[src/sv/bea_pkg.sv]
// shared constants, types and the exp table for the ensemble average block
package bea_pkg;

  localparam int FRAC_BITS = 16;
  localparam int EXP_TABLE_ADDR_BITS = 8;
  localparam int EXP_TABLE_DEPTH = 1 << EXP_TABLE_ADDR_BITS;
  localparam int QUEUE_DEPTH = 8;
  localparam int QUEUE_PTR_W = $clog2(QUEUE_DEPTH);

  localparam logic [31:0] ONE_Q31 = 32'h8000_0000;
  localparam logic [30:0] LOG2E_Q30 = 31'd1549082005;

  // register indexes on the config port
  localparam logic REG_BETA = 1'b0;
  localparam logic REG_MODE = 1'b1;

  localparam logic [31:0] BETA_RESET = 32'd16777216;

  typedef logic [31:0] exp_table_t [EXP_TABLE_DEPTH];

  // one classified level on its way from front to back
  typedef struct packed {
    logic [47:0]        weighted;
    logic signed [31:0] value;
    logic [31:0]        projection;
    logic               last;
  } entry_t;

  // 2^(-2^-k) in Q1.31, k = 1..12
  function automatic logic [31:0] half_power(input int k);
    logic [31:0] hp;
    case (k)
      1:       hp = 32'd1518500250;
      2:       hp = 32'd1805811301;
      3:       hp = 32'd1969251188;
      4:       hp = 32'd2056437387;
      5:       hp = 32'd2101467502;
      6:       hp = 32'd2124350982;
      7:       hp = 32'd2135885998;
      8:       hp = 32'd2141676973;
      9:       hp = 32'd2144578345;
      10:      hp = 32'd2146030505;
      11:      hp = 32'd2146756953;
      12:      hp = 32'd2147120270;
      default: hp = 32'd0;
    endcase
    return hp;
  endfunction

  // table of 2^(-i/2^B) in Q1.31, built once at elaboration
  function automatic exp_table_t build_exp_table();
    exp_table_t tbl;
    logic [63:0] t;
    for (int i = 0; i < EXP_TABLE_DEPTH; i++) begin
      t = 64'(ONE_Q31);
      for (int p = 0; p < EXP_TABLE_ADDR_BITS; p++) begin
        if (((i >> p) & 1) != 0) begin
          t = (t * 64'(half_power(EXP_TABLE_ADDR_BITS - p)) + 64'h4000_0000) >> 31;
        end
      end
      tbl[i] = t[31:0];
    end
    return tbl;
  endfunction

  localparam exp_table_t EXP_TABLE = build_exp_table();

endpackage

[src/sv/bea_queue.sv]
// short queue between front and back with credit for items still in the front
module bea_queue import bea_pkg::*; (
  input  logic   clk,
  input  logic   rst,
  input  logic   reserve,
  output logic   full,
  input  logic   wr_valid,
  input  entry_t wr_entry,
  input  logic   pop,
  output logic   empty,
  output entry_t head
);

  entry_t mem [QUEUE_DEPTH];
  logic [QUEUE_PTR_W-1:0] wr_ptr, rd_ptr;
  logic [QUEUE_PTR_W:0]   count;
  logic [QUEUE_PTR_W:0]   credit;

  assign full  = (credit == (QUEUE_PTR_W+1)'(QUEUE_DEPTH));
  assign empty = (count == '0);
  assign head  = mem[rd_ptr];

  // storage
  always_ff @(posedge clk) begin
    if (wr_valid) begin
      mem[wr_ptr] <= wr_entry;
    end
  end

  // pointers, fill count and credit
  always_ff @(posedge clk) begin
    if (rst) begin
      wr_ptr <= '0;
      rd_ptr <= '0;
      count  <= '0;
      credit <= '0;
    end else begin
      if (wr_valid) begin
        wr_ptr <= wr_ptr + 1'b1;
      end
      if (pop) begin
        rd_ptr <= rd_ptr + 1'b1;
      end
      count  <= count + (QUEUE_PTR_W+1)'(wr_valid) - (QUEUE_PTR_W+1)'(pop);
      credit <= credit + (QUEUE_PTR_W+1)'(reserve) - (QUEUE_PTR_W+1)'(pop);
    end
  end

endmodule

[config.mk]
export PLATFORM = sky130hd
export DESIGN_NAME = bea_queue
export DESIGN_NICKNAME = d
export VERILOG_FILES = /design/src/sv/bea_pkg.sv /design/src/sv/bea_queue.sv
export SDC_FILE = /design/constraint.sdc
export NUM_CORES = 1
export LEC_CHECK = 0
export BUFFER_PORTS_ARGS = -buffer_cell sky130_fd_sc_hd__buf_2
export CAP_MARGIN = 20
export CELL_PAD_IN_SITES_DETAIL_PLACEMENT = 0
export CELL_PAD_IN_SITES_GLOBAL_PLACEMENT = 1
export CORE_ASPECT_RATIO = 0.9
export CORE_MARGIN = 2
export CORE_UTILIZATION = 55
export CTS_BUF_LIST = sky130_fd_sc_hd__clkbuf_4
export CTS_CLUSTER_SIZE = 40
export DETAILED_ROUTE_END_ITERATION = 8
export PLACE_DENSITY = 0.9
export SLEW_MARGIN = 20
export SYNTH_ARGS = -nofsm -noshare
export SYNTH_HDL_FRONTEND = slang
export SYNTH_SLANG_ARGS = --single-unit
[constraint.sdc]
create_clock -name clk -period 10.1 [get_ports clk]
set_input_delay 0.505 -clock clk [delete_from_list [all_inputs] [get_ports clk]]
set_output_delay 0.505 -clock clk [all_outputs]
set_load 0.03 [all_outputs]
==> reports/results.txt, run 1 <==
Status = complete, no violations
Max Buffers Root-to-Sink = 3
#FFs+latches synth = 921
Most frequent cell after synthesis = edfxtp_1
Worst Setup Start Kind = flip-flop
Critical path class = flip-flop to primary output
Initial DRT Pass Iterations = 5
YS warnings = 0
Clk pwr share = 0.350
Die height = 243.8 um
Top cell type by total area after synthesis = edfxtp_1
RSZ-0062 raised after global routing = false
Die ar. = 65920 sq um
Worst Hold Launch = wr_entry[32]
Crit-path max cell delay = 900 ps
Pwr Density = 195.3 nW/um^2
Max_slew headroom = 0.2851
Maximum number of pins on one net before global-route repair = 110
WL/cell = 22.74 um
Fin. Hold Viols = 0
Worst reg-to-reg setup slack = 6720 ps
Hold WS = 272.4 ps
Vias in the first global route = 17540
CORE AREA = 62920 sq um
Top cells by area, synth = edfxtp_1 77%, mux4_2 14%, mux2_4 3.1%
I/O Pins = 233
Share of the synthesized area in the top cell type = 0.7726
Final setup fails = 0
Final max-slew violation count = 0
PortBufs = 232
Worst Reg-to-Reg Cells = 4
CP cell instances = buf_4 > buf_4 > mux4_2 > mux2_4 > buf_2
Sw Share = 0.2386
Starting Density = 0.5584
Max-capacitance violation count = 0
Placed cell area = 37120 sq um
Sw power = 0.001911 W
Clock sink total = 921
Worst path required time = 9600 ps
H-tree levels = 4
Routed vias/inst = 5.542
Share of cells above drive strength 1 = 0.4426
Final Wtd Congestion = 0.6982
CTS tree = yes
RR Endpoint = mem[2][0]
Sequential share of power = 0.542
P_int = 0.006100 W
Sequential area share after synthesis = 0.7823
Most frequent CP cell = buf_4
Via Count = 16380
Worst-margin pin slew = 1072 ps
Syn Inst Count = 1399
Drt drc = 0
Post-route insts no fill = 2956
Initial antenna violation count = 11
Combinational share of power = 0.108
Post-Layout Inst Area = 41020 sq um
Placed Instances = 2437
Post-synthesis async set-or-reset flop share = 0
Worst VDD drop = 117.0 uV
DRT Wirelength = 67220 um
CP endpoint kind = primary output
Ys flop type = edfxtp_1
GRT overflow = 0
Clock latency on the worst-skew pair = 1030 ps
Hold Crit Endpoint = mem[5][32]
TritonCTS buffer count = 212
Worst-case clock skew = 65.19 ps
Leakage = 13.61 nW
Number of nets with antenna violations after routing = 0
Post-cts hold buffer count = 118
Period utilization = 0.4781
Hold Path Depth = 2
Syn avg cell area = 25.12 sq um
Synthesized area = 35140 sq um
Clk slew on worst S/H paths = 70 ps
DRT iter0 DRCs = 1321
RR Startpoint = wr_ptr[2]
Root Buffer = clkbuf_4
Nets = 2057
Post-CTS Setup Bufs = 0
Die X = 270.4 um
Worst min path class = primary input to flip-flop
Final HPWL DP = 34990 um
Syn Nets = 1531
Final min period = 4828 ps
Worst EP arrival = 4320 ps
Synth unique cells = 27
Commonest cells post-synth = 904 x edfxtp_1, 226 x mux4_2, 73 x mux2_4
FMAX = 0.2071 GHz
Rows = 87
Setup TNS = 0 ps
Post-CTS Resized = 0
First-pass GRT wire length = 101800 um
Worst Path Max Fanout = 72
Synthesis-to-finish area growth = 16.75%
GRT Total Usage = 0.2078
Critical Path Slowest Stage Cell = buf_4
Post-synth EDFFs = 904
Final Util = 0.6520
==> metal layers <==
| layer | share of wire | GRT usage | up-vias |
|---|---|---|---|
| li1 | - | - | 7200 |
| met1 | 0.40 | 0.2679 | 8501 |
| met2 | 0.51 | 0.3396 | 564 |
| met3 | 0.072 | 0.06160 | 108 |
| met4 | 0.018 | 0.07475 | 8 |
| met5 | 0.00082 | 0 | - |
==> how the worst max path moves through the flow <==
stage                          from   endpoint  slack [ps]  cells after the start
after floorplan            wr_valid  mem[0][0]        1140                      2
after global placement    flip-flop   head[42]        6000                      5
after detailed placement  flip-flop   head[45]        5970                      5
after CTS                 flip-flop   head[47]        4770                      5
after global routing      flip-flop   head[47]        5040                      6
final                     flip-flop   head[58]        5270                      5
==> layout make-up <==
class | instances | area [sq um]
Tap cell | 845 | 1057
Multi-Input combinational cell | 402 | 7157
Sequential cell | 921 | 27500
Clock inverter | 92 | 440.4
Fill cell | 4065 | 21890
Inverter | 12 | 45.04
Timing Repair Buffer | 376 | 2574
Antenna cell | 12 | 30.03
Clock buffer | 296 | 2222
==> registers in the layout, summed over array words and instances (netlist names), named ones only <==
name and cells:
count 4, wr_ptr 3, rd_ptr 3, credit 4, mem 904
==> critical path: cells and delay by family (launching register included) <==
kind	cells	cell delay [ps]
multiplexers	2	730
buffers and inverters	3	1780
flip-flops	1	630
==> cell usage in the layout (no fill, tap or decap), drive strengths merged <==
cell type / n
dlygate4sd3: 118
and3: 2
diode: 12
nand3: 1
a21oi: 3
nor2b: 4
ha: 12
bufinv: 2
clkinvlp: 1
xnor2: 3
nand2b: 4
dfxtp: 17
mux4: 226
xor2: 3
mux2: 114
nor2: 18
fa: 2
mux2i: 2
nand2: 4
nor3: 2
clkbuf: 296
edfxtp: 904
a21o: 1
clkinv: 83
buf: 258
a31o: 1
inv: 18
==> power groups by stage <==
stage | combinational [W] | sequential [W] | clock, W
2_1_floorplan | 0.000615 | 0.00443 | 0
3_3_place_gp | 0.000815 | 0.00442 | 0
3_5_place_dp | 0.000833 | 0.00443 | 0
4_1_cts | 0.000875 | 0.00434 | 0.00289
5_1_grt | 0.000923 | 0.00435 | 0.00308
6_report | 0.000862 | 0.00434 | 0.00281
==> logic make-up after synthesis <==
logic type / share of synthesized area
muxes: 0.1898
and+or+nand+nor: 0.004557
DFF: 0.7823
adders and majority gates: 0.005413
xor gates and xnor gates: 0.001496
AOI/OAI and AO/OA: 0.0008902
buffers and inverters: 0.01560
==> stage by stage <==
step           total power (W)  worst slack (ps)
2_1_floorplan         0.005041              1143
3_3_place_gp          0.005233              6003
3_5_place_dp          0.005259              5973
4_1_cts               0.008105              4770
5_1_grt               0.008354              5037
6_report              0.008011              5272
No activity file was read; power rests on OpenSTA's default activity.
==> inputs of run 2 (changes only) <==
--- a/config.mk
+++ b/config.mk
@@ -11,11 +11,11 @@
 export CELL_PAD_IN_SITES_GLOBAL_PLACEMENT = 1
 export CORE_ASPECT_RATIO = 0.9
 export CORE_MARGIN = 2
-export CORE_UTILIZATION = 55
+export CORE_UTILIZATION = 51
 export CTS_BUF_LIST = sky130_fd_sc_hd__clkbuf_4
 export CTS_CLUSTER_SIZE = 40
 export DETAILED_ROUTE_END_ITERATION = 8
-export PLACE_DENSITY = 0.9
+export PLACE_DENSITY = 0.88
 export SLEW_MARGIN = 20
 export SYNTH_ARGS = -nofsm -noshare
 export SYNTH_HDL_FRONTEND = slang
==> constraint.sdc (replaced) <==
create_clock -name clk -period 4.3 [get_ports clk]
set_input_delay 0.215 -clock clk [delete_from_list [all_inputs] [get_ports clk]]
set_output_delay 0.215 -clock clk [all_outputs]
set_load 0.03 [all_outputs]
==> run 2 against run 1 <==
Compared with the run above:
- total power increased by 140%
- sequential power increased by 140%
- clock skew increased by 6.7 ps
- critical path depth decreased by 1
- final area increased by 3.7%
- first-iteration DRC count decreased by 2.0%
- clock-buffer cell count increased by 19
- largest cell class unchanged
- highest routed layer unchanged
==> reports/results.txt, run 2 (same netlist as run 1, synthesis figures left out) <==
Critical path class = flip-flop to primary output
Clock latency on the worst-skew pair = 1030 ps
Worst EP arrival = 3420 ps
Largest register FFs = 904
RSZ-0062 raised after global routing = false
Nets = 2185
WL/cell = 22.60 um
I/O Pins = 233
GRT Total Usage = 0.2028
CTS tree = yes
Max Buffers Root-to-Sink = 3
Total Power = 0.01920 W
Commonest non-fill, non-tap cell in the layout = edfxtp_1
DRT Wirelength = 70140 um
FF+latch area = 27500 sq um
Worst-margin pin slew = 1020 ps
PortBufs = 232
FILL cells = 4516
Number of nets with antenna violations after routing = 0
Setup TNS = 0 ps
Post-CTS Resized = 0
Root Buffer = clkbuf_4
Share of cells above drive strength 1 = 0.4286
Initial DRT Pass Iterations = 5
Most flops, register = mem
Worst Setup Start Kind = flip-flop
Final HPWL DP = 34250 um
Fin. Hold Viols = 0
H-tree levels = 4
Worst VDD drop = 320.4 uV
Maximum number of pins on one net before global-route repair = 114
FMAX = 0.2750 GHz
TritonCTS buffer count = 214
Vias in the first global route = 18790
Placed Instances = 2480
Commonest non-fill, non-tap cells in the layout = 904 x edfxtp_1, 315 x clkbuf_4, 240 x dlygate4sd3_1
GRT overflow = 0
Clock sink total = 921
Via Count = 16950
CP endpoint kind = primary output
Hold WS = 532.2 ps
Worst Path Max Fanout = 66
Worst-case clock skew = 71.91 ps
Die X = 280.7 um
Starting Density = 0.5143
Final setup fails = 0
Final max-slew violation count = 0
Post-CTS Setup Bufs = 0
Initial antenna violation count = 8
Worst reg-to-reg setup slack = 1960 ps
Routed vias/inst = 5.463
Max-capacitance violation count = 0
Drt drc = 0
Status = complete, no violations
Final min period = 3637 ps
CORE AREA = 68320 sq um
Post-route insts no fill = 3103
Max_slew headroom = 0.3202
Pwr Density = 451.3 nW/um^2
Leakage = 14.22 nW
Period utilization = 0.8457
Synthesis-to-finish area growth = 21.09%
Area of the multi-input gates = 7169 sq um
Worst path required time = 4090 ps
Biggest regs = mem x904, count x4, credit x4
First-pass GRT wire length = 107100 um
DRT iter0 DRCs = 1295
Final Wtd Congestion = 0.6966
Clk slew on worst S/H paths = 70 ps
Rows = 91
Worst min path class = flip-flop to flip-flop
Die height = 253.0 um
Die ar. = 71010 sq um
-- run 2: where the power goes --
| group | switching, W | internal [W] | total [W] | leakage, nW |
|---|---|---|---|---|
| Combinational | 0.00116 | 0.000985 | 0.00214 | 4.24 |
| Clock | 0.00331 | 0.00353 | 0.00684 | 1.62 |
| Sequential | 0.000106 | 0.0101 | 0.0102 | 8.35 |
-- run 2: critical path, cell delays in order, from the launching register on --
cell and delay [ps]:
dfxtp_4 730, buf_12 500, mux4_2 580, mux2_2 310
buf_2 190
-- run 2: layout make-up --
type                       instances  area share
sequential                       921      0.6463
multi-input combinational        402      0.1685
timing repair buffer             502     0.09402
clock buffer                     315     0.05558
tap                              883     0.02597
clock inverter                    60    0.008087
inverter                          12    0.001059
antenna                            8   0.0004705
-- run 2: path summary, 6_finish.rpt --
check	start	endpoint	depth (start not counted)
max	flip-flop	head[106]	4
min	rd_ptr[2]	rd_ptr[2]	2
max reg2reg	wr_ptr[0]	mem[7][40]	3
min reg2reg	rd_ptr[2]	rd_ptr[2]	2
-- run 2: what timing repair did --
action	4_1_cts	5_1_grt
hold buffers	240	0
endpoints found under the setup margin	0	0
endpoints found under the hold margin	951	0
-- run 2: layer usage --
layer  GRT usage  up-vias  wire, um
li1            -     7428         -
met1      0.2577     8828     27860
met2      0.3373      589     36340
met3     0.05564      104      4720
met4     0.07395        2      1203
met5           0        -        13
-- run 2: metrics by stage --
step / setup slack [ps] / util / instance area (sq um)
finish: 663.5 / 0.6228 / 42550
CTS: 448.6 / 0.6225 / 42530
global route: 375.8 / 0.6227 / 42540
global placement: 1695 / 0.5473 / 37390
floorplan: -1541 / - / 35150
detailed placement: 1662 / 0.5477 / 37410
==> inputs of run 3 (changes only) <==
--- a/config.mk
+++ b/config.mk
@@ -5,17 +5,18 @@
 export SDC_FILE = /design/constraint.sdc
 export NUM_CORES = 1
 export LEC_CHECK = 0
+export ABC_AREA = 1
 export BUFFER_PORTS_ARGS = -buffer_cell sky130_fd_sc_hd__buf_2
 export CAP_MARGIN = 20
 export CELL_PAD_IN_SITES_DETAIL_PLACEMENT = 0
 export CELL_PAD_IN_SITES_GLOBAL_PLACEMENT = 1
 export CORE_ASPECT_RATIO = 0.9
 export CORE_MARGIN = 2
-export CORE_UTILIZATION = 51
+export CORE_UTILIZATION = 45
 export CTS_BUF_LIST = sky130_fd_sc_hd__clkbuf_4
 export CTS_CLUSTER_SIZE = 40
 export DETAILED_ROUTE_END_ITERATION = 8
-export PLACE_DENSITY = 0.88
+export PLACE_DENSITY = 0.87
 export SLEW_MARGIN = 20
 export SYNTH_ARGS = -nofsm -noshare
 export SYNTH_HDL_FRONTEND = slang
==> constraint.sdc (replaced) <==
create_clock -name clk -period 3.2 [get_ports clk]
set_input_delay 0.16 -clock clk [delete_from_list [all_inputs] [get_ports clk]]
set_output_delay 0.16 -clock clk [all_outputs]
set_load 0.03 [all_outputs]
==> run 3 against run 2 <==
Compared with the run above:
- register-to-register slack got worse by 840 ps
- sequential share of layout area fell by 7.4 points
- utilization is 7.6 points lower
- flip-flop and latch count unchanged
==> reports/results.txt, run 3 <==
Status = complete, no violations
Die X = 318.5 um
Total Power = 0.02673 W
Commonest non-fill, non-tap cell in the layout = nand2_1
Ys flop type = edfxtp_1
Largest family of logic cells by synthesized area = simple AND/OR/NAND/NOR gates
Die ar. = 91410 sq um
Via Count = 27740
Syn avg cell area = 9.970 sq um
Final setup fails = 0
PortBufs = 232
Starting Density = 0.4557
TritonCTS buffer count = 226
Period utilization = 0.9412
Post-synthesis async set-or-reset flop share = 0
Sw power = 0.007196 W
Most frequent CP cell = nand2_1
CP cell instances = buf_16 > nand2_1 > nand3_1 > nand2_1 > nand2_1 > nand2_1 > buf_2
GRT Total Usage = 0.2088
Crit-path max cell delay = 530 ps
I/O Pins = 233
Syn Nets = 4149
Max_slew headroom = 0.4433
Sequential share of power = 0.510
Syn Inst Count = 4017
Most frequent cell after synthesis = nand2_1
Worst EP arrival = 2850 ps
Top cell type by total area after synthesis = edfxtp_1
Worst-case clock skew = 66.47 ps
H-tree levels = 4
Max-capacitance violation count = 0
First-pass GRT wire length = 148400 um
Adder-cell share of the synthesized area = 0.004749
Synth Area in Simple Gates = 0.1987
Combinational share of power = 0.137
Nets = 4729
Hold WS = 480.5 ps
Leakage = 22.26 nW
Worst VDD drop = 345.4 uV
RR Endpoint = credit[1]
Worst-margin pin slew = 835.1 ps
DRT Wirelength = 95240 um
Final Util = 0.5468
Number of nets with antenna violations after routing = 0
Clk pwr share = 0.353
Mux contribution to synthesized area = 0
Biggest regs = mem x904, count x4, credit x4
Worst path required time = 3040 ps
Final max-slew violation count = 0
Rows = 103
GRT overflow = 0
Largest register FFs = 904
Drt drc = 0
Setup TNS = 0 ps
Synth unique cells = 20
Worst reg-to-reg setup slack = 1120 ps
Clock sink total = 921
Final min period = 3012 ps
Met3 WL = 5763 um
Top routing layer in use = met5
Final Wtd Congestion = 0.7495
XOR/XNOR share of the synthesized area = 0.0006560
RSZ-0062 raised after global routing = false
WL/cell = 16.07 um
Final HPWL DP = 47270 um
Post-synth EDFFs = 904
CTS tree = yes
Critical Path Slowest Stage Cell = dfxtp_4
YS warnings = 0
RR Startpoint = credit[0]
FMAX = 0.3320 GHz
Root Buffer = clkbuf_4
Top cells by area, synth = edfxtp_1 68%, nand2_1 14%, inv_1 8.7%
Pwr Density = 556.3 nW/um^2
CP top delay family = buffers and inverters
Synthesis-to-finish area growth = 19.99%
CORE AREA = 87890 sq um
Commonest cells post-synth = 1485 x nand2_1, 925 x inv_1, 904 x edfxtp_1
Clock latency on the worst-skew pair = 1070 ps
Fin. Hold Viols = 0
DR WL met2 = 45240 um
Max Buffers Root-to-Sink = 3
Vias in the first global route = 27200
Initial antenna violation count = 5
Routed vias/inst = 4.681
Worst Setup Start Kind = flip-flop
CP bufs+invs = 2
Sequential area share after synthesis = 0.6863
Worst Path Max Fanout = 143
#FFs+latches synth = 921
Synthesized area = 40050 sq um
Critical path class = flip-flop to primary output
Share of cells above drive strength 1 = 0.1363
Sw Share = 0.2692
M1 WL = 42190 um
Post-synthesis compound-gate area fraction = 0.001250
Worst Hold Launch = wr_valid
Worst min path class = primary input to flip-flop
CP endpoint kind = primary output
Hold Crit Endpoint = mem[3][31]
Maximum number of pins on one net before global-route repair = 169
Die height = 287.0 um
Hold Path Depth = 4
DRT iter0 DRCs = 2021
Share of the synthesized area in the top cell type = 0.6778
P_int = 0.01954 W
Worst Reg-to-Reg Cells = 8
Clk slew on worst S/H paths = 60 ps
FILL cells = 7623
Most flops, register = mem
Initial DRT Pass Iterations = 5
Commonest non-fill, non-tap cells in the layout = 1485 x nand2_1, 925 x inv_1, 904 x edfxtp_1
==> run 3: changes by cell type in the layout (fill, tap and decap cells not counted), sizes merged, moves of 13 or more <==
cell / change
nand2: +1481
nand3: +454
mux2: -114
mux4: -226
buf: +25
inv: +913
clkbuf: +13
==> run 3: worst max-delay path by stage <==
stage                    from    endpoint  slack, ps  depth (start not counted)
floorplan           wr_ptr[0]   mem[4][0]       -850                          2
global placement    flip-flop    head[34]       1080                          8
detailed placement   wr_valid  mem[6][98]       1080                          5
CTS                 flip-flop    head[34]          6                          8
global route        flip-flop    head[64]          6                          7
finish              flip-flop    head[64]        190                          7
==> run 3: cells by family after synthesis <==
| group | count (synthesis) |
|---|---|
| xor gates and xnor gates | 3 |
| adders and majority gates | 14 |
| and+or+nand+nor | 1966 |
| AOI/OAI and AO/OA | 10 |
| DFF | 921 |
| buffers and inverters | 1103 |
==> run 3: power groups by stage <==
stage / combinational, W / clock (W) / sequential (W)
after floorplan: 0.00229 / 0 / 0.0139
after CTS: 0.00365 / 0.00970 / 0.0136
after global placement: 0.00336 / 0 / 0.0139
after detailed placement: 0.00339 / 0 / 0.0139
after global routing: 0.00407 / 0.0103 / 0.0137
final: 0.00367 / 0.00943 / 0.0136
==> run 3: final cells by class <==
cell class                      instances  area, sq um  area share
Antenna cell                            9        22.52   0.0004687
Clock buffer                          326         2447     0.05093
Clock inverter                         67        351.6    0.007316
Inverter                              928         3515     0.07314
Multi-Input combinational cell       1993         8283      0.1724
Sequential cell                       921        27500      0.5722
Tap cell                             1155         1445     0.03007
Timing Repair Buffer                  527         4494     0.09352
==> run 3: tightest hold or removal path: stages <==
cell and delay [ps]:
dlygate4sd3_1 530, buf_2 140, nand2_1 310, nor2_4 160
==> run 3: timing repair <==
action	in CTS	in global routing
hold buffers	238	0
endpoints found under the setup margin	17	66
setup buffers	1	4
resized for setup	2	6
gates cloned	0	2
hold endpoints to repair	1015	0
==> run 3: per-stage QoR <==
step / area (sq um) / std cells / setup slack (ps)
final: 48060 / 5926 / 188.2
after global routing: 48050 / 5924 / 6.275
after CTS: 47890 / 5911 / 5.581
after detailed placement: 42690 / 5279 / 1078
after global placement: 42690 / 5279 / 1075
after floorplan: 40090 / 4017 / -855.0
==> run 3: metal layers <==
metal  track usage  vias to the layer above
li1              -                    13790
met1        0.2766                    12960
met2        0.3464                      793
met3       0.04256                      197
met4       0.06801                        6
met5             0                        -
